`src/design/gbam_pkg.sv`:
```
// Shared types, constants and functions of the gray block average ASCII mapper.
// Used by every module of the block; depends on nothing else.
package gbam_pkg;

   localparam int BLOCK_W = 4;
   localparam int BLOCK_H = 5;

   localparam int CSR_DATA_W = 13;
   localparam int CSR_INDEX_W = 1;

   localparam logic [CSR_INDEX_W-1:0] REG_IMAGE_WIDTH = 1'b0;
   localparam logic [CSR_INDEX_W-1:0] REG_IMAGE_HEIGHT = 1'b1;

   localparam int HEIGHT_MIN = 5;
   localparam int HEIGHT_MAX = 4096;
   localparam int WIDTH_MIN = 4;
   localparam int RESET_HEIGHT = 480;
   localparam int RESET_WIDTH = 640;

   localparam int ROW_W = 12;
   localparam int HEIGHT_W = 13;
   localparam int BROW_W = 10;
   localparam int RIB_W = 3;
   localparam logic [RIB_W-1:0] RIB_LAST = 3'd4;

   localparam int WSUM_W = 15;
   localparam int SUM_W = 13;
   localparam int GRAY_W = 8;
   localparam int GLYPH_W = 7;

   // Reciprocal constants: x/100 for x < 2^15, x/20 and x/5 for x < 2^14.
   localparam logic [12:0] RECIP_100 = 13'd5243;
   localparam int RECIP_100_SHIFT = 19;
   localparam logic [11:0] RECIP_20 = 12'd3277;
   localparam int RECIP_20_SHIFT = 16;
   localparam logic [13:0] RECIP_5 = 14'd13108;
   localparam int RECIP_5_SHIFT = 16;

   localparam int FIFO_DEPTH = 8;
   localparam int FIFO_PTR_W = 3;
   localparam int FIFO_CNT_W = 4;

   localparam logic [7:0] LEVEL_LIMITS [9] = '{8'd26, 8'd51, 8'd77, 8'd102, 8'd128,
                                              8'd153, 8'd179, 8'd204, 8'd230};
   localparam logic [6:0] GLYPH_CODES [10] = '{7'd32, 7'd46, 7'd44, 7'd58, 7'd59,
                                              7'd111, 7'd120, 7'd36, 7'd35, 7'd64};

   typedef struct packed {
      logic start;
      logic fin;
      logic last_row;
      logic last_frame;
   } blk_tag_type;

   typedef struct packed {
      logic                last_frame;
      logic                last_row;
      logic [GRAY_W-1:0]   gray_level;
      logic [GLYPH_W-1:0]  glyph;
   } result_type;

   function automatic logic [GLYPH_W-1:0] pick_glyph(input logic [GRAY_W-1:0] level);
      logic [3:0] k;
      k = '0;
      for (int i = 0; i < 9; i++) begin
         if (level >= LEVEL_LIMITS[i]) begin
            k = 4'(i + 1);
         end
      end
      return GLYPH_CODES[k];
   endfunction

endpackage

```
`src/design/gbam_out.sv`:
```
// Block average, glyph selection and the result queue in front of the output port.
// Takes finished block sums from gbam_accum; uses gbam_pkg.
module gbam_out (
   input  logic                          clock,
   input  logic                          reset,
   input  logic                          res_valid,
   input  logic [gbam_pkg::SUM_W-1:0]    res_sum,
   input  gbam_pkg::blk_tag_type         res_tag,
   input  logic                          pop,
   output logic                          out_valid,
   output gbam_pkg::result_type          out_data,
   output logic [gbam_pkg::FIFO_CNT_W-1:0] busy
);
   import gbam_pkg::*;

   result_type            fifo_ff [FIFO_DEPTH];
   logic [FIFO_PTR_W-1:0] wr_ptr_ff, rd_ptr_ff;
   logic [FIFO_CNT_W-1:0] cnt_ff, cnt_in;

   logic                  avg_v_ff;
   logic [GRAY_W-1:0]     avg_ff, avg_in;
   logic                  avg_lr_ff;
   logic                  avg_lf_ff;

   logic [24:0]           avg_prod;
   logic [8:0]            avg_full;
   result_type            push_data;
   logic                  do_pop;

   always_comb begin
      avg_prod = 25'(res_sum) * 25'(RECIP_20);
      avg_full = 9'(avg_prod >> RECIP_20_SHIFT);
      avg_in = (avg_full > 9'd255) ? 8'd255 : avg_full[7:0];
      push_data.last_frame = avg_lf_ff;
      push_data.last_row = avg_lr_ff;
      push_data.gray_level = avg_ff;
      push_data.glyph = pick_glyph(avg_ff);
      out_valid = cnt_ff != '0;
      out_data = fifo_ff[rd_ptr_ff];
      do_pop = pop && out_valid;
      cnt_in = cnt_ff + FIFO_CNT_W'(avg_v_ff) - FIFO_CNT_W'(do_pop);
      busy = cnt_ff + FIFO_CNT_W'(avg_v_ff);
   end

   always_ff @(posedge clock) begin
      if (avg_v_ff) begin
         fifo_ff[wr_ptr_ff] <= push_data;
      end
      avg_ff <= avg_in;
      avg_lr_ff <= res_tag.last_row;
      avg_lf_ff <= res_tag.last_frame;
   end

   always_ff @(posedge clock) begin
      if (reset) begin
         avg_v_ff <= 1'b0;
         wr_ptr_ff <= '0;
         rd_ptr_ff <= '0;
         cnt_ff <= '0;
      end else begin
         avg_v_ff <= res_valid;
         if (avg_v_ff) begin
            wr_ptr_ff <= wr_ptr_ff + FIFO_PTR_W'(1);
         end
         if (do_pop) begin
            rd_ptr_ff <= rd_ptr_ff + FIFO_PTR_W'(1);
         end
         cnt_ff <= cnt_in;
      end
   end

endmodule

```
`config.mk`:
```
export PLATFORM = sky130hd
export DESIGN_NAME = gbam_out
export DESIGN_NICKNAME = d
export VERILOG_FILES = /design/src/design/gbam_pkg.sv /design/src/design/gbam_out.sv
export SDC_FILE = /design/constraint.sdc
export NUM_CORES = 1
export LEC_CHECK = 0
export BUFFER_PORTS_ARGS = -buffer_cell sky130_fd_sc_hd__buf_2
export CORE_ASPECT_RATIO = 1.25
export CORE_MARGIN = 2
export CORE_UTILIZATION = 40
export DETAILED_ROUTE_END_ITERATION = 6
export PLACE_DENSITY = 0.63
export SYNTH_ARGS = -nofsm -noshare
export SYNTH_HDL_FRONTEND = slang
export SYNTH_SLANG_ARGS = --single-unit
```
`constraint.sdc`:
```
create_clock -name clock -period 6.7 [get_ports clock]
set_input_delay 1.34 -clock clock [delete_from_list [all_inputs] [get_ports clock]]
set_output_delay 1.34 -clock clock [all_outputs]
set_load 0.01 [all_outputs]
```
==> results of run 1 <==
==> routing by layer <==
| metal | global-route usage [%] | part of all wire, % | routed length (um) |
|---|---|---|---|
| met1 | 16.5 | 42 | 6950 |
| met4 | 4.13 | 1.3 | 221 |
| met5 | 0 | 0 | 0 |
| met2 | 26.7 | 54 | 9080 |
| met3 | 2.54 | 2.7 | 445 |
==> layout by cell type, fill, tap and decap left out, types with 7 or more instances in the layout <==
cell       synthesis  routed
edfxtp_1         136     136
inv_1             99      99
ha_1              99      99
fa_1              42      42
buf_2              6      40
mux4_2            34      34
nand2_1           32      32
nor2_1            31      31
dfxtp_1           24      23
mux2_2            18      18
a21oi_1           17      17
clkbuf_16          0      17
o21ai_0           12      12
buf_4              0      11
xor2_1             9       9
xnor2_1            9       9
a21o_1             7       7
==> metrics by stage <==
step	power, mW	instances	hold slack (ps)
final	4.24	1013	503
after floorplan	2.84	658	447
after global routing	4.57	1013	555
after global placement	3.22	981	464
after detailed placement	3.30	981	497
after CTS	4.29	1013	506
==> critical path: cells and delay by family <==
kind / cells / cell delay (ps)
simple gates: 1 / 110
compound gates: 5 / 1380
fa+ha+maj: 6 / 2830
buf+inv: 5 / 370
==> cells in the mapped netlist (12+ instances only) <==
master and n:
o21ai_0 12, a21oi_1 17, dfxtp_1 24, nor2_1 31
nand2_1 32, ha_1 99, fa_1 42, edfxtp_1 136
mux2_2 18, mux4_2 34, inv_1 99
==> cells by family after synthesis <==
| kind of cell | Yosys count |
|---|---|
| DFF | 160 |
| adders and majority gates | 141 |
| buffers and inverters | 115 |
| and+or+nand+nor | 99 |
| AOI/OAI and AO/OA | 72 |
| muxes | 53 |
| xor gates and xnor gates | 18 |
==> power breakdown <==
part | internal, mW | switching (mW)
logic | 0.799 | 1.07
clock network | 0.592 | 0.388
registers | 1.30 | 0.0952
total | 2.69 | 1.55
==> worst max-delay path by stage <==
stage               startpoint                    to  slack (ps)  depth (start not counted)
CTS                 res_sum[3]  avg_ff[0]$_SDFF_PN1_         920                         17
finish              res_sum[3]  avg_ff[0]$_SDFF_PN1_         940                         17
global placement    res_sum[3]  avg_ff[4]$_SDFF_PN1_         610                         17
detailed placement  res_sum[3]  avg_ff[0]$_SDFF_PN1_         480                         17
floorplan           res_sum[2]  avg_ff[2]$_SDFF_PN1_        1000                         16
global route        res_sum[3]  avg_ff[5]$_SDFF_PN1_         690                         17
==> area by class of cell <==
| cell class | instances | area [sq um] | share of cell area [%] |
|---|---|---|---|
| clock buffer | 17 | 425 | 4.10 |
| tap | 288 | 360 | 3.47 |
| sequential | 160 | 4570 | 44.0 |
| clock inverter | 15 | 181 | 1.75 |
| inverter | 99 | 372 | 3.58 |
| multi-input combinational | 383 | 4200 | 40.4 |
| timing repair buffer | 51 | 283 | 2.72 |
==> state kept, by name (all words and copies together) (netlist names), named ones only <==
register	cells
avg_ff	8
rd_ptr_ff	3
avg_v_ff	1
cnt_ff	4
fifo_ff	136
avg_lf_ff	1
wr_ptr_ff	3
avg_lr_ff	1
==> flow_summary.ini, run 1 <==
[sta]
setup_viol_count_final = 0
fin_ws_ps = 942
max_freq_ghz = 0.174
fin_crit_sh_pct = 85.9
worst_pin_slew_ps = 1080
skew_ps = 13.5
hold_violations = 0
rsz0062_at_grt = no
period_needed_ps = 5760
max_slew_margin_pct = 27.2
slew_violations = 0
finalSetupTns_ps = 0

[placement]
gp_congestion = 0.846
place_hpwl_um = 11800
pre_cts_ws_ps = 483
port_buffers = 40
placed_area_sq_mm = 0.00978

[worst_setup_path]
r2r_start = avg_ff[5]$_SDFF_PN1_
cp_cell_sequence = buf_2 -> ha_1 -> inv_1 -> fa_1 -> inv_1 -> fa_1 -> fa_1 -> inv_1 -> fa_1 -> inv_1 -> ha_1 -> a211oi_2 -> o21ai_1 -> a221o_1 -> a31o_4 -> a311oi_4 -> nand2_1
r2r_slack_ps = 3580
required_ps = 6970
worstSetupEndpointType = register
r2r.worst_path.cells = 9
slowest_stage = fa_1
worstSetupStartpointType = primary input
arrival_ps = 6030
r2r-end = fifo_ff[4][6]$_DFFE_PP_
critPathKind = in -> reg
cpPeakStageDelay_ps = 560
path_max_fanout = 8

[logic_synthesis]
syn_avg_cell_area_sq_um = 14.0
synth_edf_count = 136
synth_cells = 658
yosys_warnings = 0
ys_seq_area_share_pct = 49.7
synth_area_sq_mm = 0.00919
synth_top_area_share_pct = 44.4
synth_fa_ha_area_share_pct = 22.6
ys_types = 50
yosys_register_bits = 160
post_synth_and_or_nand_nor_area_fraction_pct = 4.98
synth_area_leaders = edfxtp_1 (44%), ha_1 (13%), fa_1 (9.1%)
synthXorXnorAreaFrac_pct = 1.71
ys.flop_type = edfxtp_1
yosysTopAreaCell = edfxtp_1
synth_top_family_by_area = adder cells
syn-num-nets = 820
synth-compound-area-share_pct = 5.61
synthMuxAreaShare_pct = 10.6
synthArstFlopShare_pct = 0

[cts]
clk-insertion-delay-late_ps = 420
clk_pin_slew_ps = 60
cts_buffers = 17
cts_tree = yes
cts_hold_buf = 0
clk_path_buf_depth = 2
htree_levels = 4
cts_root_buf = clkbuf_16
post_cts_resized = 0
clock_sinks = 160
postCtsSetupBuffers = 0

[min_path]
hold_path_end = rd_ptr_ff[1]$_SDFFE_PP0P_
holdCritPathClass = reg -> reg
min-delay-start = rd_ptr_ff[1]$_SDFFE_PP0P_
min_path_cells = 2

[global_route]
grt_max_degree = 35
grt_pass1_vias = 5478
grt_antenna_before_repair = 0
grt_pass1_wl_um = 27300
track_usage_pct = 14.2
overflow = 0

[flow_run]
drv_cap = 0

[routing]
wirelength_um = 16700
drc = 0
drtAntennaViolNets = 0
vias_per_cell = 5.05
routedWlPerCell_um = 16.5
drt_pass1_iterations = 4
dr.first_iter.drc_count = 318
num_vias = 5113

[floorplanning]
rows = 62
core_sq_mm = 0.0228
start_util_pct = 40.3
io_pins = 43
dieHeight_um = 173
dieArea_sq_mm = 0.0242
fp.dieW_um = 140

[cells_and_area]
syn_to_final_growth_pct = 13.0
fin_util_pct = 45.5
nets = 874
final_area_sq_mm = 0.0104
insertedDiodeCount = 0
fillers = 2032
drive_above_1_share_pct = 20.3

[power_and_ir_drop]
p_leak_nw = 4.23
power_density_mw_per_mm2 = 409
vdd_drop_max_mv = 0.242

[outcome]
status = complete, no violations
No activity file was read; power rests on OpenSTA's default activity.
==> inputs of run 2 (changes only) <==
- CTS_CLUSTER_SIZE: unset -> 24
- PLACE_DENSITY: 0.63 -> unset
- clock period: 6.7 -> 5.3 ns (I/O delays scaled with it)
==> run 2 against run 1 <==
Against the previous run: critical path depth rose by 1; sequential share of layout area down 1.5 points; total power rose by 35%; die area is the same; register-to-register slack got worse by 1300 ps; clock power up 23%; worst hold slack improved by 8.1 ps; critical endpoint is now avg_ff[7]$_SDFF_PN1_.
==> flow_summary.ini, run 2 (synthesis results as in run 1) <==
[cells_and_area]
insertedDiodeCount = 0
nets = 920
drive_above_1_share_pct = 25.6
mostFrequentLayoutCell = edfxtp_1
regArea_sq_mm = 0.00457
top_register = fifo_ff
largest_reg_flops = 136
final_cell_mix = edfxtp_1 (136), inv_1 (99), ha_1 (97)
syn_to_final_growth_pct = 17.0
reg_top3 = fifo_ff (136), avg_ff (8), cnt_ff (4)
multi_input_area_sq_mm = 0.00424
fillers = 2034
final_area_sq_mm = 0.0108

[sta]
skew_ps = 9.51
rsz0062_at_grt = no
slew_violations = 0
max_slew_margin_pct = 28.7
hold_violations = 0
period_needed_ps = 5130
worst_pin_slew_ps = 1070
setup_viol_count_final = 0
fin_crit_sh_pct = 96.7
finalSetupTns_ps = 0
max_freq_ghz = 0.195

[floorplanning]
dieHeight_um = 173
dieArea_sq_mm = 0.0242
fp.dieW_um = 140
core_sq_mm = 0.0228
rows = 62
start_util_pct = 40.3
io_pins = 43

[worst_setup_path]
critPathKind = in -> reg
cp_cell_sequence = buf_2 -> ha_1 -> inv_1 -> fa_1 -> inv_1 -> fa_1 -> fa_1 -> inv_1 -> fa_1 -> inv_1 -> ha_4 -> a211oi_2 -> o21ai_1 -> a221o_1 -> a31o_4 -> a311oi_4 -> buf_4 -> o21ai_2
worstSetupPathDepth = 18
r2r_slack_ps = 2310
arrival_ps = 5430
slowest_stage = fa_1
cpPeakStageDelay_ps = 540
required_ps = 5600
cp_num_buf_inv = 6
cpLargestDelayFamily = adder cells
crit_start = res_sum[3]
r2r_start = avg_ff[3]$_SDFF_PN1_
r2r-end = fifo_ff[6][2]$_DFFE_PP_
r2r.worst_path.cells = 9
worstSetupStartpointType = primary input
endpoint = avg_ff[7]$_SDFF_PN1_
worstSetupEndpointType = register
path_max_fanout = 8

[global_route]
grt_pass1_wl_um = 28800
grt_antenna_before_repair = 0
grt_max_degree = 35
overflow = 0
track_usage_pct = 15.1
grt_pass1_vias = 5890

[power_and_ir_drop]
p_leak_nw = 4.44
power_density_mw_per_mm2 = 534
vdd_drop_max_mv = 0.353

[cts]
cts_hold_buf = 0
clk-insertion-delay-late_ps = 410
postCtsSetupBuffers = 0
clk_path_buf_depth = 2
cts_buffers = 17
cts_root_buf = clkbuf_16
cts_tree = yes
clk_pin_slew_ps = 60
htree_levels = 4
clock_sinks = 160

[routing]
wirelength_um = 17400
vias_per_cell = 5.05
drtAntennaViolNets = 0
routedWlPerCell_um = 16.5
dr.first_iter.drc_count = 238
drc = 0
drt_pass1_iterations = 4
num_vias = 5353

[min_path]
holdCritPathClass = reg -> reg

[placement]
port_buffers = 40
gp_congestion = 0.860
place_hpwl_um = 12800
placed_area_sq_mm = 0.0101

[outcome]
status = complete, no violations

[flow_run]
drv_cap = 0
run 2: final cells by class:
cell class | count | share of cell area, %
Tap cell | 288 | 3.35
Clock buffer | 18 | 3.99
Inverter | 99 | 3.45
Timing Repair Buffer | 97 | 5.84
Clock inverter | 14 | 1.54
Sequential cell | 160 | 42.4
Multi-Input combinational cell | 383 | 39.4
run 2: worst register-to-register path: stages, from the launching register on:
cell and delay, ps:
dfxtp_1 580, nand2_1 130, o21ai_0 310, nand2_1 150, a21boi_0 190, o21a_1 140
nor2_1 60, ha_1 280, inv_1 50, o31ai_1 760
run 2: report_power, final:
group | leakage, nW | internal (mW) | switching [mW]
Combinational | 2.74 | 1.32 | 1.40
Sequential | 1.42 | 1.65 | 0.168
Clock | 0.285 | 0.740 | 0.466
Total | 4.44 | 3.71 | 2.03
run 2: metal layers:
metal	GRT usage, %	share of wire, %
met1	17.2	41
met2	28.5	54
met3	2.35	2.7
met4	5.13	2.1
met5	0	0
run 2: worst min path at each step:
| stage | start | end | slack (ps) | cells after the start |
|---|---|---|---|---|
| 3_3_place_gp | rd_ptr_ff[1]$_SDFFE_PP0P_ | rd_ptr_ff[1]$_SDFFE_PP0P_ | 460 | 2 |
| 6_report | rd_ptr_ff[1]$_SDFFE_PP0P_ | rd_ptr_ff[1]$_SDFFE_PP0P_ | 510 | 2 |
| 2_1_floorplan | rd_ptr_ff[1]$_SDFFE_PP0P_ | register | 450 | 2 |
| 4_1_cts | rd_ptr_ff[1]$_SDFFE_PP0P_ | rd_ptr_ff[1]$_SDFFE_PP0P_ | 510 | 2 |
| 3_5_place_dp | rd_ptr_ff[1]$_SDFFE_PP0P_ | rd_ptr_ff[1]$_SDFFE_PP0P_ | 510 | 2 |
| 5_1_grt | rd_ptr_ff[1]$_SDFFE_PP0P_ | rd_ptr_ff[1]$_SDFFE_PP0P_ | 530 | 2 |
run 2: repair_timing:
action / CTS / global route
endpoints found under the setup margin: 0 / 8
endpoints found under the hold margin: 0 / 0
resized for setup: 0 / 3
run 2: metrics by stage:
| step | hold WS [ps] | power, mW | worst slack (ps) | std cells | util, % |
|---|---|---|---|---|---|
| after floorplan | 447 | 3.64 | 13.0 | 658 | - |
| after global placement | 463 | 4.45 | -225 | 1027 | 44.5 |
| after detailed placement | 506 | 4.56 | -290 | 1027 | 44.5 |
| after CTS | 515 | 5.78 | 122 | 1059 | 47.1 |
| after global routing | 528 | 6.18 | 12.3 | 1059 | 47.2 |
| final | 511 | 5.74 | 173 | 1059 | 47.2 |
==> inputs of run 3 (changes only) <==
--- a/config.mk
+++ b/config.mk
@@ -12,4 +12,5 @@
 export CTS_CLUSTER_SIZE = 24
 export DETAILED_ROUTE_END_ITERATION = 6
+export SLEW_MARGIN = 20
 export SYNTH_ARGS = -nofsm -noshare
 export SYNTH_HDL_FRONTEND = slang
==> constraint.sdc (replaced) <==
create_clock -name clock -period 5.3 [get_ports clock]
set_input_delay 0.53 -clock clock [delete_from_list [all_inputs] [get_ports clock]]
set_output_delay 0.53 -clock clock [all_outputs]
set_load 0.01 [all_outputs]
==> run 3 against run 2 <==
Against the previous run: setup slack better by 350 ps; maximum frequency up 7.3%; critical path type unchanged; first-iteration DRC count up 0.84%; sequential power about the same; clock-buffer cell count up 3; cell count down 4.2%; wire length down 2.8%; sequential cell count unchanged; critical path depth down 1; core utilization down 1.6 points; non-clock buffer count down 45; register-to-register slack worse by 40 ps; critical endpoint is now avg_ff[6]$_SDFF_PN1_.
==> flow_summary.ini, run 3 (synthesis results as in run 1) <==
[global_route]
grt_pass1_vias = 5554
track_usage_pct = 14.7
grt_antenna_before_repair = 0
grt_pass1_wl_um = 27800
grt_max_degree = 35
overflow = 0

[cts]
cts_buffers = 17
post_cts_resized = 0
clock_sinks = 160
clk_pin_slew_ps = 60
cts_root_buf = clkbuf_16
clk_path_buf_depth = 2
cts_hold_buf = 0
clk-insertion-delay-late_ps = 420
cts_tree = yes
htree_levels = 4
postCtsSetupBuffers = 0

[flow_run]
drv_cap = 0

[worst_setup_path]
slowest_stage = fa_1
critPathKind = in -> reg
cpPeakStageDelay_ps = 540
worstSetupEndpointType = register
r2r.worst_path.cells = 9
cp_cell_sequence = buf_2 -> ha_1 -> inv_1 -> fa_1 -> inv_1 -> fa_1 -> fa_1 -> inv_1 -> fa_1 -> inv_1 -> ha_1 -> a211oi_2 -> o21ai_1 -> a221o_1 -> a31o_4 -> a311oi_4 -> o21ai_2
path_max_fanout = 8
required_ps = 5590
r2r_start = avg_ff[3]$_SDFF_PN1_
worstSetupStartpointType = primary input
r2r_slack_ps = 2270
r2r-end = fifo_ff[5][2]$_DFFE_PP_
arrival_ps = 5070

[cells_and_area]
largest_reg_flops = 136
reg_top3 = fifo_ff (136), avg_ff (8), cnt_ff (4)
mostFrequentLayoutCell = edfxtp_1
syn_to_final_growth_pct = 13.0
drive_above_1_share_pct = 19.7
nets = 875
top_register = fifo_ff
insertedDiodeCount = 0
final_cells = 1014
fillers = 2051
final_cell_mix = edfxtp_1 (136), inv_1 (99), ha_1 (99)

[sta]
fin_crit_sh_pct = 90.2
finalSetupTns_ps = 0
max_slew_margin_pct = 31.8
setup_viol_count_final = 0
max_freq_ghz = 0.209
hold_violations = 0
worst_pin_slew_ps = 1020
rsz0062_at_grt = no
slew_violations = 0
period_needed_ps = 4780
whs_ps = 210
skew_ps = 11.3

[min_path]
min_path_cells = 1
holdCritPathClass = in -> reg
min-delay-start = res_tag[0]
hold_path_end = avg_lf_ff$_DFF_P_

[power_and_ir_drop]
power_density_mw_per_mm2 = 514
total_power_mw = 5.34
p_leak_nw = 4.22
vdd_drop_max_mv = 0.279

[floorplanning]
io_pins = 43
fp.dieW_um = 140
dieHeight_um = 173
rows = 62
core_sq_mm = 0.0228
start_util_pct = 40.3
dieArea_sq_mm = 0.0242

[placement]
place_hpwl_um = 12200
port_buffers = 40
placed_cells = 982
gp_congestion = 0.871

[routing]
drc = 0
drt_pass1_iterations = 4
routedWlPerCell_um = 16.7
vias_per_cell = 5.06
drtAntennaViolNets = 0
num_vias = 5133
dr.first_iter.drc_count = 240
wirelength_um = 16900

[outcome]
status = complete, no violations
run 3: per-layer routing:
| metal | global-route usage (%) | share of wire [%] |
|---|---|---|
| met1 | 16.8 | 41 |
| met2 | 28.0 | 55 |
| met3 | 2.57 | 2.3 |
| met4 | 4.08 | 1.1 |
| met5 | 0 | 0 |
run 3: worst max-delay path by stage:
stage / startpoint / endpoint / slack [ps] / cells past startpoint
finish: res_sum[3] / avg_ff[6]$_SDFF_PN1_ / 520 / 17
global route: res_sum[3] / avg_ff[5]$_SDFF_PN1_ / 310 / 17
CTS: res_sum[3] / avg_ff[1]$_SDFF_PN1_ / 480 / 17
detailed placement: res_sum[3] / avg_ff[1]$_SDFF_PN1_ / 50 / 17
global placement: res_sum[3] / avg_ff[3]$_SDFF_PN1_ / 110 / 17
floorplan: res_sum[2] / avg_ff[2]$_SDFF_PN1_ / 410 / 16
run 3: final cells by class:
class / instances / area [sq um] / area share (%)
clock buffer: 21 / 460 / 4.43
clock inverter: 11 / 138 / 1.33
inverter: 99 / 372 / 3.58
multi-input combinational: 383 / 4200 / 40.4
sequential: 160 / 4570 / 44.0
tap: 288 / 360 / 3.47
timing repair buffer: 52 / 290 / 2.80
run 3: stage by stage:
| step | instance area, sq um | utilization [%] | worst slack (ps) |
|---|---|---|---|
| CTS | 10400 | 45.5 | 484 |
| floorplan | 9190 | - | 409 |
| global route | 10400 | 45.5 | 314 |
| global placement | 9790 | 42.9 | 108 |
| finish | 10400 | 45.5 | 522 |
| detailed placement | 9790 | 42.9 | 50.8 |
run 3: where the power goes:
part / internal (mW) / leakage (nW) / switching, mW
Combinational: 1.02 / 2.51 / 1.30
Sequential: 1.65 / 1.42 / 0.166
Clock: 0.761 / 0.284 / 0.447
run 3: critical path, delay by kind of cell:
| kind | cells | cell delay, ps |
|---|---|---|
| adder cells (fa/ha/maj) | 6 | 2730 |
| AO/OA/AOI/OAI | 6 | 1440 |
| buffers and inverters | 5 | 360 |
