## src/design/gbam_pkg.sv

```systemverilog
// Shared types, constants and functions of the gray block average ASCII mapper.
// Used by every module of the block; depends on nothing else.
package gbam_pkg;

   localparam int BLOCK_W = 4;
   localparam int BLOCK_H = 5;

   localparam int CSR_DATA_W = 13;
   localparam int CSR_INDEX_W = 1;

   localparam logic [CSR_INDEX_W-1:0] REG_IMAGE_WIDTH = 1'b0;
   localparam logic [CSR_INDEX_W-1:0] REG_IMAGE_HEIGHT = 1'b1;

   localparam int HEIGHT_MIN = 5;
   localparam int HEIGHT_MAX = 4096;
   localparam int WIDTH_MIN = 4;
   localparam int RESET_HEIGHT = 480;
   localparam int RESET_WIDTH = 640;

   localparam int ROW_W = 12;
   localparam int HEIGHT_W = 13;
   localparam int BROW_W = 10;
   localparam int RIB_W = 3;
   localparam logic [RIB_W-1:0] RIB_LAST = 3'd4;

   localparam int WSUM_W = 15;
   localparam int SUM_W = 13;
   localparam int GRAY_W = 8;
   localparam int GLYPH_W = 7;

   // Reciprocal constants: x/100 for x < 2^15, x/20 and x/5 for x < 2^14.
   localparam logic [12:0] RECIP_100 = 13'd5243;
   localparam int RECIP_100_SHIFT = 19;
   localparam logic [11:0] RECIP_20 = 12'd3277;
   localparam int RECIP_20_SHIFT = 16;
   localparam logic [13:0] RECIP_5 = 14'd13108;
   localparam int RECIP_5_SHIFT = 16;

   localparam int FIFO_DEPTH = 8;
   localparam int FIFO_PTR_W = 3;
   localparam int FIFO_CNT_W = 4;

   localparam logic [7:0] LEVEL_LIMITS [9] = '{8'd26, 8'd51, 8'd77, 8'd102, 8'd128,
                                              8'd153, 8'd179, 8'd204, 8'd230};
   localparam logic [6:0] GLYPH_CODES [10] = '{7'd32, 7'd46, 7'd44, 7'd58, 7'd59,
                                              7'd111, 7'd120, 7'd36, 7'd35, 7'd64};

   typedef struct packed {
      logic start;
      logic fin;
      logic last_row;
      logic last_frame;
   } blk_tag_type;

   typedef struct packed {
      logic                last_frame;
      logic                last_row;
      logic [GRAY_W-1:0]   gray_level;
      logic [GLYPH_W-1:0]  glyph;
   } result_type;

   function automatic logic [GLYPH_W-1:0] pick_glyph(input logic [GRAY_W-1:0] level);
      logic [3:0] k;
      k = '0;
      for (int i = 0; i < 9; i++) begin
         if (level >= LEVEL_LIMITS[i]) begin
            k = 4'(i + 1);
         end
      end
      return GLYPH_CODES[k];
   endfunction

endpackage

```

## src/design/gbam_ctrl.sv

```systemverilog
// Frame geometry registers and the raster position counters.
// Marks each pixel with its block column and block position; uses gbam_pkg.
module gbam_ctrl #(
   parameter int MAX_WIDTH = 2048,
   parameter int CW = $clog2(MAX_WIDTH),
   parameter int BW = (CW > 2) ? CW - 2 : 1
) (
   input  logic                                clock,
   input  logic                                reset,
   input  logic                                csr_we,
   input  logic [gbam_pkg::CSR_INDEX_W-1:0]    csr_index,
   input  logic [gbam_pkg::CSR_DATA_W-1:0]     csr_data,
   input  logic                                accept,
   output logic                                hit,
   output logic [BW-1:0]                       blk,
   output gbam_pkg::blk_tag_type               tag
);
   import gbam_pkg::*;

   localparam int WW = CW + 1;
   localparam int RESET_W = (RESET_WIDTH > MAX_WIDTH) ? MAX_WIDTH : RESET_WIDTH;

   logic [WW-1:0]       width_ff, width_in;
   logic [WW-3:0]       bcols_ff, bcols_in;
   logic [HEIGHT_W-1:0] height_ff, height_in;
   logic [BROW_W-1:0]   brows_ff, brows_in;

   logic [CW-1:0]       col_ff, col_in;
   logic [RIB_W-1:0]    rib_ff, rib_in;
   logic [ROW_W-1:0]    row_ff, row_in;
   logic [BROW_W-1:0]   brow_ff, brow_in;

   logic [13:0]         w_ext, w_cl;
   logic [HEIGHT_W-1:0] h_raw, h_cl;
   logic [26:0]         h_prod;
   logic [WW-1:0]       col_inc, blk_ext, bcols_ext;
   logic [HEIGHT_W-1:0] row_inc;
   logic [1:0]          sub;

   always_comb begin
      w_ext = 14'(csr_data[11:0]);
      if (w_ext < 14'(WIDTH_MIN)) begin
         w_cl = 14'(WIDTH_MIN);
      end else if (w_ext > 14'(MAX_WIDTH)) begin
         w_cl = 14'(MAX_WIDTH);
      end else begin
         w_cl = w_ext;
      end
      h_raw = csr_data[HEIGHT_W-1:0];
      if (h_raw < HEIGHT_W'(HEIGHT_MIN)) begin
         h_cl = HEIGHT_W'(HEIGHT_MIN);
      end else if (h_raw > HEIGHT_W'(HEIGHT_MAX)) begin
         h_cl = HEIGHT_W'(HEIGHT_MAX);
      end else begin
         h_cl = h_raw;
      end
      h_prod = 27'(h_cl) * 27'(RECIP_5);

      width_in = width_ff;
      bcols_in = bcols_ff;
      height_in = height_ff;
      brows_in = brows_ff;
      if (csr_we) begin
         unique case (csr_index)
            REG_IMAGE_WIDTH: begin
               width_in = WW'(w_cl);
               bcols_in = (WW-2)'(w_cl >> 2);
            end
            REG_IMAGE_HEIGHT: begin
               height_in = h_cl;
               brows_in = BROW_W'(h_prod >> RECIP_5_SHIFT);
            end
         endcase
      end
   end

   always_comb begin
      col_inc = WW'(col_ff) + WW'(1);
      row_inc = HEIGHT_W'(row_ff) + HEIGHT_W'(1);
      sub = col_ff[1:0];
      blk = BW'(col_ff >> 2);
      blk_ext = WW'(blk);
      bcols_ext = WW'(bcols_ff);
      hit = (blk_ext < bcols_ext) && (brow_ff < brows_ff);
      tag.start = (rib_ff == '0) && (sub == 2'd0);
      tag.fin = (rib_ff == RIB_LAST) && (sub == 2'd3);
      tag.last_row = (blk_ext + WW'(1)) == bcols_ext;
      tag.last_frame = tag.last_row && ((brow_ff + BROW_W'(1)) == brows_ff);

      col_in = col_ff;
      rib_in = rib_ff;
      row_in = row_ff;
      brow_in = brow_ff;
      if (accept) begin
         if (col_inc >= width_ff) begin
            col_in = '0;
            if (row_inc >= height_ff) begin
               row_in = '0;
               rib_in = '0;
               brow_in = '0;
            end else begin
               row_in = ROW_W'(row_inc);
               if (rib_ff >= RIB_LAST) begin
                  rib_in = '0;
                  brow_in = brow_ff + BROW_W'(1);
               end else begin
                  rib_in = rib_ff + RIB_W'(1);
               end
            end
         end else begin
            col_in = CW'(col_inc);
         end
      end
   end

   always_ff @(posedge clock) begin
      if (reset) begin
         width_ff <= WW'(RESET_W);
         bcols_ff <= (WW-2)'(RESET_W / 4);
         height_ff <= HEIGHT_W'(RESET_HEIGHT);
         brows_ff <= BROW_W'(RESET_HEIGHT / 5);
         col_ff <= '0;
         rib_ff <= '0;
         row_ff <= '0;
         brow_ff <= '0;
      end else begin
         width_ff <= width_in;
         bcols_ff <= bcols_in;
         height_ff <= height_in;
         brows_ff <= brows_in;
         col_ff <= col_in;
         rib_ff <= rib_in;
         row_ff <= row_in;
         brow_ff <= brow_in;
      end
   end

endmodule

```

## config.mk

```make
export PLATFORM = sky130hd
export DESIGN_NAME = gbam_ctrl
export DESIGN_NICKNAME = d
export VERILOG_FILES = /design/src/design/gbam_pkg.sv /design/src/design/gbam_ctrl.sv
export SDC_FILE = /design/constraint.sdc
export NUM_CORES = 1
export LEC_CHECK = 0
export ABC_AREA = 1
export ABC_CLOCK_PERIOD_IN_PS = 5100
export BUFFER_PORTS_ARGS = -buffer_cell sky130_fd_sc_hd__clkbuf_2
export CAP_MARGIN = 20
export CORE_AREA = 5 5 148 150
export CTS_CLUSTER_SIZE = 14
export DETAILED_ROUTE_END_ITERATION = 7
export DIE_AREA = 0 0 153 155
export HOLD_SLACK_MARGIN = 0.06
export PLACE_DENSITY = 0.6
export SLEW_MARGIN = 20
export SYNTH_ARGS = -nofsm -noshare
export SYNTH_HDL_FRONTEND = slang
export SYNTH_SLANG_ARGS = --single-unit
```

## constraint.sdc

```tcl
create_clock -name clock -period 5.1 [get_ports clock]
set_clock_uncertainty 0.05 [all_clocks]
set_input_delay 0.51 -clock clock [delete_from_list [all_inputs] [get_ports clock]]
set_output_delay 0.51 -clock clock [all_outputs]
set_load 0.01 [all_outputs]
```

==> impl_metrics.tcl, run 1 <==
set metrics [dict create \
    status "completed" \
    path_common_cell "nand2_1" \
    num_vias 7032 \
    ys_seq_area_share_pct 17.87 \
    finalSetupViolations 0 \
    hold_path_depth 3 \
    drv_cap 0 \
    min_period_ns 4.912 \
    rrSetupSlack_ns 1.70 \
    track_usage_pct 17.54 \
    numClockSinks 71 \
    postLayoutCoreUtil_pct 47.02 \
    antenna_found_initial 0 \
    drt_drc_violations_left 0 \
    nNetsFinal 1391 \
    cp_max_fo 6 \
    slowest_delay_ns 0.56 \
    final_max_slew_viol_count 0 \
    crit_buf_inv 6 \
    syn2layout_area_growth_pct 21.54 \
    placed_cells 1450 \
    die_area_um2 23720 \
    min-delay-start "csr_data[6]" \
    die_y_um 155 \
    first_iter_violations 309 \
    ir_worst_vdd_v 0.0001666 \
    min_path_type "primary input to flop" \
    reg2reg_depth 18 \
    r2r_start "row_ff[0]" \
    place.detailed.hpwl_um 16890 \
    final_antenna_net_count 0 \
    grt_pass1_wl_um 34260 \
    ios 32 \
    io_buffer_count 31 \
    ys.flop_type "dfxtp_1" \
    tightest_slew_ns 0.8808 \
    final_cells 1473 \
    cts_root_buffer "clkbuf_16" \
    cts_tree "yes" \
    finalWirelength_um 20490 \
    clk_pin_slew_ns 0.06 \
    initial_core_util_pct 38.69 \
    hold_viol 0 \
    avgRoutedWirePerCell_um 13.91 \
    globalRoute.totalOverflow 0 \
    cp_top_family "adder cells" \
    ys_types 45 \
    hold_ws_ns 0.3804 \
    cts_buffers 9 \
    dr.pass1.iters 4 \
    period_share_pct 96.31 \
    worst_setup_path_end_kind "flop" \
    design_area_um2 9667 \
    clock_path_buffers 2 \
    die_x_um 153 \
    crit_slowest_cell "fa_1" \
    start_kind "primary input" \
    synth-edff-count 0 \
    syn_area_um2 7954 \
    postSynth.asyncResetShare_pct 0 \
    grt_max_degree 45 \
    synth-seq-cells 71 \
    num_antenna_cells 0 \
    grt_pass1_vias 7015 \
    ctsHtreeMaxLevel 3 \
    place_congestion 0.8977 \
    drive_above_1_share_pct 19.95 \
    r2r-end "row_ff[8]" \
    worstSetupPathType "primary input to flop" \
    slew_headroom_pct 41.22 \
    core_um2 20560 \
    crit_arrival_ns 5.10 \
    placed_cell_area_um2 8982 \
    synthCells 1087 \
    synthesis.nets 1284 \
    p_per_area_nw_per_um2 286.8 \
    rsz0062_at_grt "yes" \
    cp_data_required_time_ns 5.29 \
    yosysWarnings 0 \
    clk-insertion-delay-late_ns 0.34 \
    p_leak_uw 0.004994 \
    viasPerCell 4.774 \
    fmax_mhz 203.6 \
    num_rows 53 \
    cp_num_cells 27 \
    hold_end "width_ff[6]" \
    avgSynthCellArea_um2 7.317 \
]
## layer usage
metal	global-route usage (%)	wire, um	vias up
met2	29.55	9577	99
met4	3.437	246	0
li1	-	-	3682
met3	3.004	693	24
met5	0	0	-
met1	23.91	9973	3227
## final cells by class
type	count	area (um2)
fill	2014	10890
multi-input combinational	772	5928
sequential	71	1421
timing repair buffer	120	848.3
inverter	220	840.8
tap	275	344.1
clock buffer	12	266.5
clock inverter	3	17.52
## tightest hold or removal path, stage by stage
cell and delay, ns:
buf_6 0.10, nand2_1 0.06, a21oi_1 0.05
## flip-flops by register name, indices dropped and copies added, names as in the netlist
register / cells
brow_ff: 10
brows_ff: 10
col_ff: 11
height_ff: 13
rib_ff: 3
row_ff: 12
width_ff: 12
## metrics by stage
stage	power, uW	setup TNS, ns	setup slack [ns]
2_1_floorplan	1454	0	0.01230
3_3_place_gp	1924	-2.763	-0.3601
3_5_place_dp	1933	-3.655	-0.4638
4_1_cts	2575	0	0.006338
5_1_grt	3026	-0.1790	-0.04236
6_report	2773	0	0.1880
## report_power, final
| group | total, uW | switching, uW | leakage, uW | internal [uW] |
|---|---|---|---|---|
| combinational | 1570 | 855 | 0.00428 | 712 |
| sequential | 597 | 18.4 | 0.000578 | 579 |
| clock | 608 | 244 | 0.000140 | 365 |
| total | 2770 | 1120 | 0.00499 | 1660 |
## repair_timing
| item | CTS | global route |
|---|---|---|
| hold endpoints to repair | 0 | 0 |
| resized for setup | 11 | 83 |
| endpoints found under the setup margin | 7 | 10 |
| pin swaps | 6 | 52 |
| setup buffers | 0 | 9 |
| hold buffers | 0 | 0 |
## cells in the mapped netlist, types with 11 or more instances
library cell	number	share of area [%]
nand3_1	46	2.9
nand2_1	207	9.8
xor2_1	32	3.5
o21ai_0	31	2.0
ha_1	136	21
a21oi_1	80	5.0
inv_1	217	10
nand4_1	18	1.4
dfxtp_1	71	18
nor2_1	83	3.9
fa_1	43	11
clkbuf_1	14	0.66
o21ai_1	11	0.69
## kinds of logic after synthesis
| group | share of synthesized area (%) |
|---|---|
| compound gates | 11.33 |
| xor+xnor | 4.735 |
| fa+ha+maj | 32.22 |
| buf+inv | 12.08 |
| flops | 17.87 |
| simple gates | 21.77 |
## cells in the final DEF, fill, tap and decap left out, types with 5 or more instances in the layout
master,instances
a21oi_1,74
o211ai_1,8
nor2_4,5
clkbuf_2,26
nor2_1,71
nand4_1,18
o21ai_0,23
nand2_2,15
nor3_1,7
nor2_2,12
xor2_1,32
a21oi_2,9
nand3_1,45
buf_4,90
inv_1,198
nand2_1,197
clkbuf_16,9
a21o_1,7
ha_4,14
o21ai_1,17
inv_2,17
fa_1,43
dfxtp_1,71
ha_1,121
## worst max path at each step
| stage | from | end |
|---|---|---|
| after global placement | csr_data[6] | brows_ff[7] |
| final | csr_data[7] | brows_ff[8] |
| after CTS | csr_data[6] | brows_ff[7] |
| after global routing | csr_data[7] | brows_ff[8] |
| after detailed placement | csr_data[6] | brows_ff[7] |
| after floorplan | csr_data[6] | brows_ff[7] |
Power figures use the tool's default switching activity.
==> run 2, diff against run 1 <==
Settings changed: CELL_PAD_IN_SITES_DETAIL_PLACEMENT from default to 1, CELL_PAD_IN_SITES_GLOBAL_PLACEMENT from default to 2, CORE_AREA 5 5 148 150 to 5 5 159 161, DIE_AREA 0 0 153 155 to 0 0 164 166, PLACE_DENSITY 0.6 to 0.81.
==> impl_metrics.tcl, run 2 (synthesis gave the netlist of run 1 again) <==
set metrics [dict create \
    status "finished with violations" \
    violations "negative setup slack" \
    min-delay-start "width_ff[3]" \
    final_cell_mix "inv_1, nand2_1, ha_1" \
    p_leak_uw 0.005157 \
    crit_arrival_ns 5.34 \
    hold_ws_ns 0.4152 \
    hold_path_depth 2 \
    setup_ws_ns -0.04649 \
    track_usage_pct 17.99 \
    slowest_delay_ns 0.53 \
    die_y_um 166 \
    reg_top3 "height_ff x13, row_ff x12, width_ff x12" \
    ir_worst_vdd_v 0.0002010 \
    grt_pass1_wl_um 39470 \
    initial_core_util_pct 33.39 \
    fmax_mhz 194.3 \
    crit_slowest_cell "fa_2" \
    cts_tree "yes" \
    ios 32 \
    setup_tns_ns -0.1032 \
    die_area_um2 27220 \
    slew_headroom_pct 33.73 \
    drive_above_1_share_pct 23.94 \
    num_antenna_cells 0 \
    syn2layout_area_growth_pct 26.99 \
    core_um2 23820 \
    clk-insertion-delay-late_ns 0.34 \
    clock_path_buffers 2 \
    ctsHtreeMaxLevel 3 \
    worst_setup_path_end_kind "flop" \
    cp_data_required_time_ns 5.29 \
    dr.pass1.iters 4 \
    place.detailed.hpwl_um 19740 \
    drv_cap 0 \
    num_rows 57 \
    start_kind "primary input" \
    min_path_type "flop to flop" \
    first_iter_violations 222 \
    finalWirelength_um 25590 \
    final_antenna_net_count 0 \
    min_period_ns 5.146 \
    hold_end "width_ff[3]" \
    rrSetupSlack_ns 1.64 \
    grt_pass1_vias 7954 \
    period_share_pct 100.9 \
    globalRoute.totalOverflow 0 \
    numClockSinks 71 \
    drt_drc_violations_left 0 \
    place_congestion 0.8611 \
    worstSetupPathType "primary input to flop" \
    hold_viol 0 \
    num_vias 7511 \
    antenna_found_initial 0 \
    nNetsFinal 1416 \
    clk_pin_slew_ns 0.06 \
    p_per_area_nw_per_um2 297.1 \
    grt_max_degree 44 \
    viasPerCell 4.852 \
    cts_root_buffer "clkbuf_16" \
    die_x_um 164 \
    reg2reg_depth 18 \
    tightest_slew_ns 0.9930 \
    r2r_start "row_ff[0]" \
    io_buffer_count 31 \
    postLayoutCoreUtil_pct 42.40 \
    finalSetupViolations 3 \
    cp_max_fo 4 \
    r2r-end "row_ff[10]" \
    regMostFlops "height_ff" \
    final_max_slew_viol_count 0 \
    largest_register_ffs 13 \
    rsz0062_at_grt "yes" \
    cts_buffers 9 \
    avgRoutedWirePerCell_um 16.53 \
    ctsHoldBuffers 0 \
]
-- run 2: cell types whose count changed in the layout (fill, tap and decap cells not counted), sizes merged --
cell,delta
buf,+24
clkinv,+2
clkbuf,+1
clkinvlp,-1
-- run 2: final cells by class --
class,instances,area (um2)
Timing Repair Buffer,145,1071
Fill cell,2978,13720
Sequential cell,71,1421
Inverter,220,843.3
Clock buffer,12,256.5
Tap cell,324,405.4
Multi-Input combinational cell,772,6083
Clock inverter,4,20.02
-- run 2: worst max-delay path by stage --
stage,endpoint,start
after floorplan,brows_ff[7],csr_data[6]
after global placement,brows_ff[6],csr_data[6]
after detailed placement,brows_ff[6],csr_data[6]
after CTS,brows_ff[9],csr_data[6]
after global routing,brows_ff[7],csr_data[6]
final,brows_ff[7],csr_data[6]
-- run 2: per-layer routing --
| metal | track usage [%] | vias up | share of wire [%] |
|---|---|---|---|
| li1 | - | 3736 | - |
| met1 | 22.51 | 3655 | 44 |
| met2 | 32.48 | 83 | 51 |
| met3 | 1.837 | 37 | 2.2 |
| met4 | 5.215 | 0 | 2.8 |
| met5 | 0 | - | 0 |
-- run 2: power breakdown --
part	switching (uW)	internal [uW]	total [uW]
sequential	19.6	579	598
combinational	1000	796	1800
clock	252	353	605
total	1270	1730	3000
-- run 2: repair_timing --
action                                  CTS  global route
buffers inserted                          7            22
pin swaps                                22            59
resized for setup                        46            92
endpoints found under the setup margin   10            10
-- run 2: critical path, delay by kind of cell --
kind | cells | cell delay, ns
fa+ha+maj | 6 | 2.45
buf+inv | 9 | 0.61
compound gates | 3 | 0.52
simple gates | 11 | 1.25
-- run 2: through the flow --
stage	std cells	area, um2	power [uW]	setup slack (ns)
floorplan	1087	8010	1454	0.01230
global placement	1503	9074	1933	-0.4770
detailed placement	1503	9074	1964	-0.5807
CTS	1526	9580	2697	0.01190
global route	1548	10100	3241	-0.2835
finish	1548	10100	3001	-0.04649
==> run 3, diff against run 2 <==
Settings changed: ABC_AREA 1 to default, CORE_AREA 5 5 159 161 to 5 5 152 154, DIE_AREA 0 0 164 166 to 0 0 157 159.
==> impl_metrics.tcl, run 3 <==
set metrics [dict create \
    status "finished with violations" \
    violations "negative setup slack" \
    ys_types 65 \
    num_vias 6752 \
    ctsHtreeMaxLevel 3 \
    ys.flop_type "dfxtp_1" \
    num_rows 54 \
    synth_top_cell_area_share_pct 22.24 \
    die_area_um2 24960 \
    drive_above_1_share_pct 23.23 \
    synth_common_cells "inv_1, ha_1, dfxtp_1, nand2_1, a21oi_1" \
    rsz0062_at_grt "yes" \
    clk-insertion-delay-late_ns 0.34 \
    io_buffer_count 31 \
    viasPerCell 5.210 \
    die_y_um 159 \
    yosysWarnings 0 \
    grt_pass1_vias 7363 \
    clock_path_buffers 2 \
    synth-edff-count 0 \
    largest_register_ffs 13 \
    grt_max_degree 57 \
    num_antenna_cells 0 \
    place.detailed.hpwl_um 17560 \
    cts_tree "yes" \
    p_per_area_nw_per_um2 299.0 \
    cp_max_fo 6 \
    ios 32 \
    layout_commonest_cell "inv_1" \
    syn_area_um2 7650 \
    synthesis.nets 1090 \
    period_share_pct 106.0 \
    final_max_slew_viol_count 0 \
    antenna_found_initial 0 \
    yosysMostFrequentCell "inv_1" \
    initial_core_util_pct 35.49 \
    synthCells 893 \
    first_iter_violations 273 \
    setup_ws_ns -0.3052 \
    drv_cap 0 \
    final_cell_mix "inv_1, ha_1, buf_4" \
    min_path_type "flop to flop" \
    hold_viol 0 \
    fmax_mhz 185.0 \
    fillerInstances 2489 \
    min_period_ns 5.405 \
    ir_worst_vdd_v 0.0002174 \
    ys_seq_area_share_pct 18.58 \
    cp_data_required_time_ns 5.28 \
    crit_arrival_ns 5.59 \
    place_congestion 0.8002 \
    worst_setup_path_end_kind "flop" \
    p_leak_uw 0.004442 \
    ctsHoldBuffers 0 \
    setup_tns_ns -2.407 \
    slew_headroom_pct 39.23 \
    postSynth.asyncResetShare_pct 0 \
    clk_pin_slew_ns 0.06 \
    avgRoutedWirePerCell_um 17.81 \
    avgSynthCellArea_um2 8.566 \
    worstSetupPathType "primary input to flop" \
    numClockSinks 71 \
    finalWirelength_um 23080 \
    yosysTopAreaCell "ha_1" \
    postLayoutCoreUtil_pct 44.33 \
    syn2layout_area_growth_pct 24.89 \
    cts_root_buffer "clkbuf_16" \
    synth-seq-cells 71 \
    track_usage_pct 19.11 \
    drt_drc_violations_left 0 \
    die_x_um 157 \
    regMostFlops "height_ff" \
    globalRoute.totalOverflow 0 \
    finalSetupViolations 10 \
    start_kind "primary input" \
    final_antenna_net_count 0 \
    synth_area_leaders "ha_1, dfxtp_1, fa_1" \
    dr.pass1.iters 4 \
    tightest_slew_ns 0.9083 \
    reg_top3 "height_ff x13, row_ff x12, width_ff x12" \
    grt_pass1_wl_um 38490 \
    cts_buffers 9 \
    core_um2 21550 \
    nNetsFinal 1209 \
]
==> run 3: cell types whose count changed after synthesis, moves of 17 or more <==
cell     previous run  this run
nand2_1           207        67
inv_1             217       138
nor2_1             83        44
a21oi_1            80        47
xnor2_1             4        35
nand3_1            46        22
a22oi_1             1        19
and3_1              0        17
xor2_1             32        15
==> run 3: metrics by stage <==
step	power (uW)	setup slack, ns	cells	area (um2)	hold WS (ns)
3_5_place_dp	2075	-0.8092	1245	8837	0.3984
6_report	2857	-0.3052	1296	9554	0.4069
5_1_grt	3076	-0.4667	1296	9554	0.4344
2_1_floorplan	1600	-0.3498	893	7926	0.3862
4_1_cts	2809	-0.1532	1296	9452	0.4060
3_3_place_gp	2038	-0.6449	1245	8837	0.3953
==> run 3: cell families after synthesis <==
kind of cell | count (synthesis) | share of synthesized area [%]
mux | 5 | 0.6706
buf+inv | 173 | 9.094
simple gates | 220 | 14.46
fa+ha+maj | 179 | 33.50
compound gates | 195 | 17.98
flops | 71 | 18.58
xor+xnor | 50 | 5.725
==> run 3: worst paths after layout <==
path,from,cells after the start,to,slack [ns]
max reg2reg,col_ff[2],15,brow_ff[9],1.26
max,csr_data[6],24,brows_ff[9],-0.31
min,height_ff[11],2,height_ff[11],0.41
min reg2reg,height_ff[11],2,height_ff[11],0.41
==> run 3: what timing repair did <==
action,in CTS,in global routing
endpoints found under the setup margin,10,17
pin swaps,30,20
gates resized for setup,14,25
buffers inserted,36,4
==> run 3: where the power goes <==
group | total (uW) | switching [uW] | internal (uW)
clock network | 656 | 254 | 402
logic | 1590 | 799 | 788
registers | 614 | 31.2 | 583
==> run 3: metal layers <==
metal / track usage (%) / vias up / part of all wire [%]
li1: - / 3311 / -
met3: 2.637 / 44 / 2.1
met1: 24.34 / 3331 / 46
met4: 6.430 / 0 / 2.6
met5: 0 / - / 0
met2: 32.98 / 66 / 49
==> run 3: layout make-up <==
cell class                 count  area [um2]  share of cell area (%)
sequential                    71        1421                   14.88
tap                          280       350.3                   3.667
multi-input combinational    649        5931                   62.07
timing repair buffer         143        1032                   10.80
inverter                     138       520.5                   5.448
clock inverter                 3       42.54                  0.4453
clock buffer                  12       256.5                   2.685
==> run 3: worst max-delay path, cell delays in order <==
cell,delay (ns)
buf_8,0.10
nor4_4,0.29
nand2_1,0.12
or2_4,0.26
o41ai_4,0.28
buf_4,0.23
and2_4,0.21
ha_4,0.22
inv_4,0.06
fa_1,0.42
fa_1,0.50
inv_1,0.05
fa_1,0.49
inv_2,0.04
fa_1,0.49
inv_2,0.05
ha_4,0.15
a21o_4,0.21
nand2b_4,0.15
a21oi_4,0.14
and4b_1,0.21
a21oi_2,0.13
xnor2_1,0.07
a22o_1,0.17
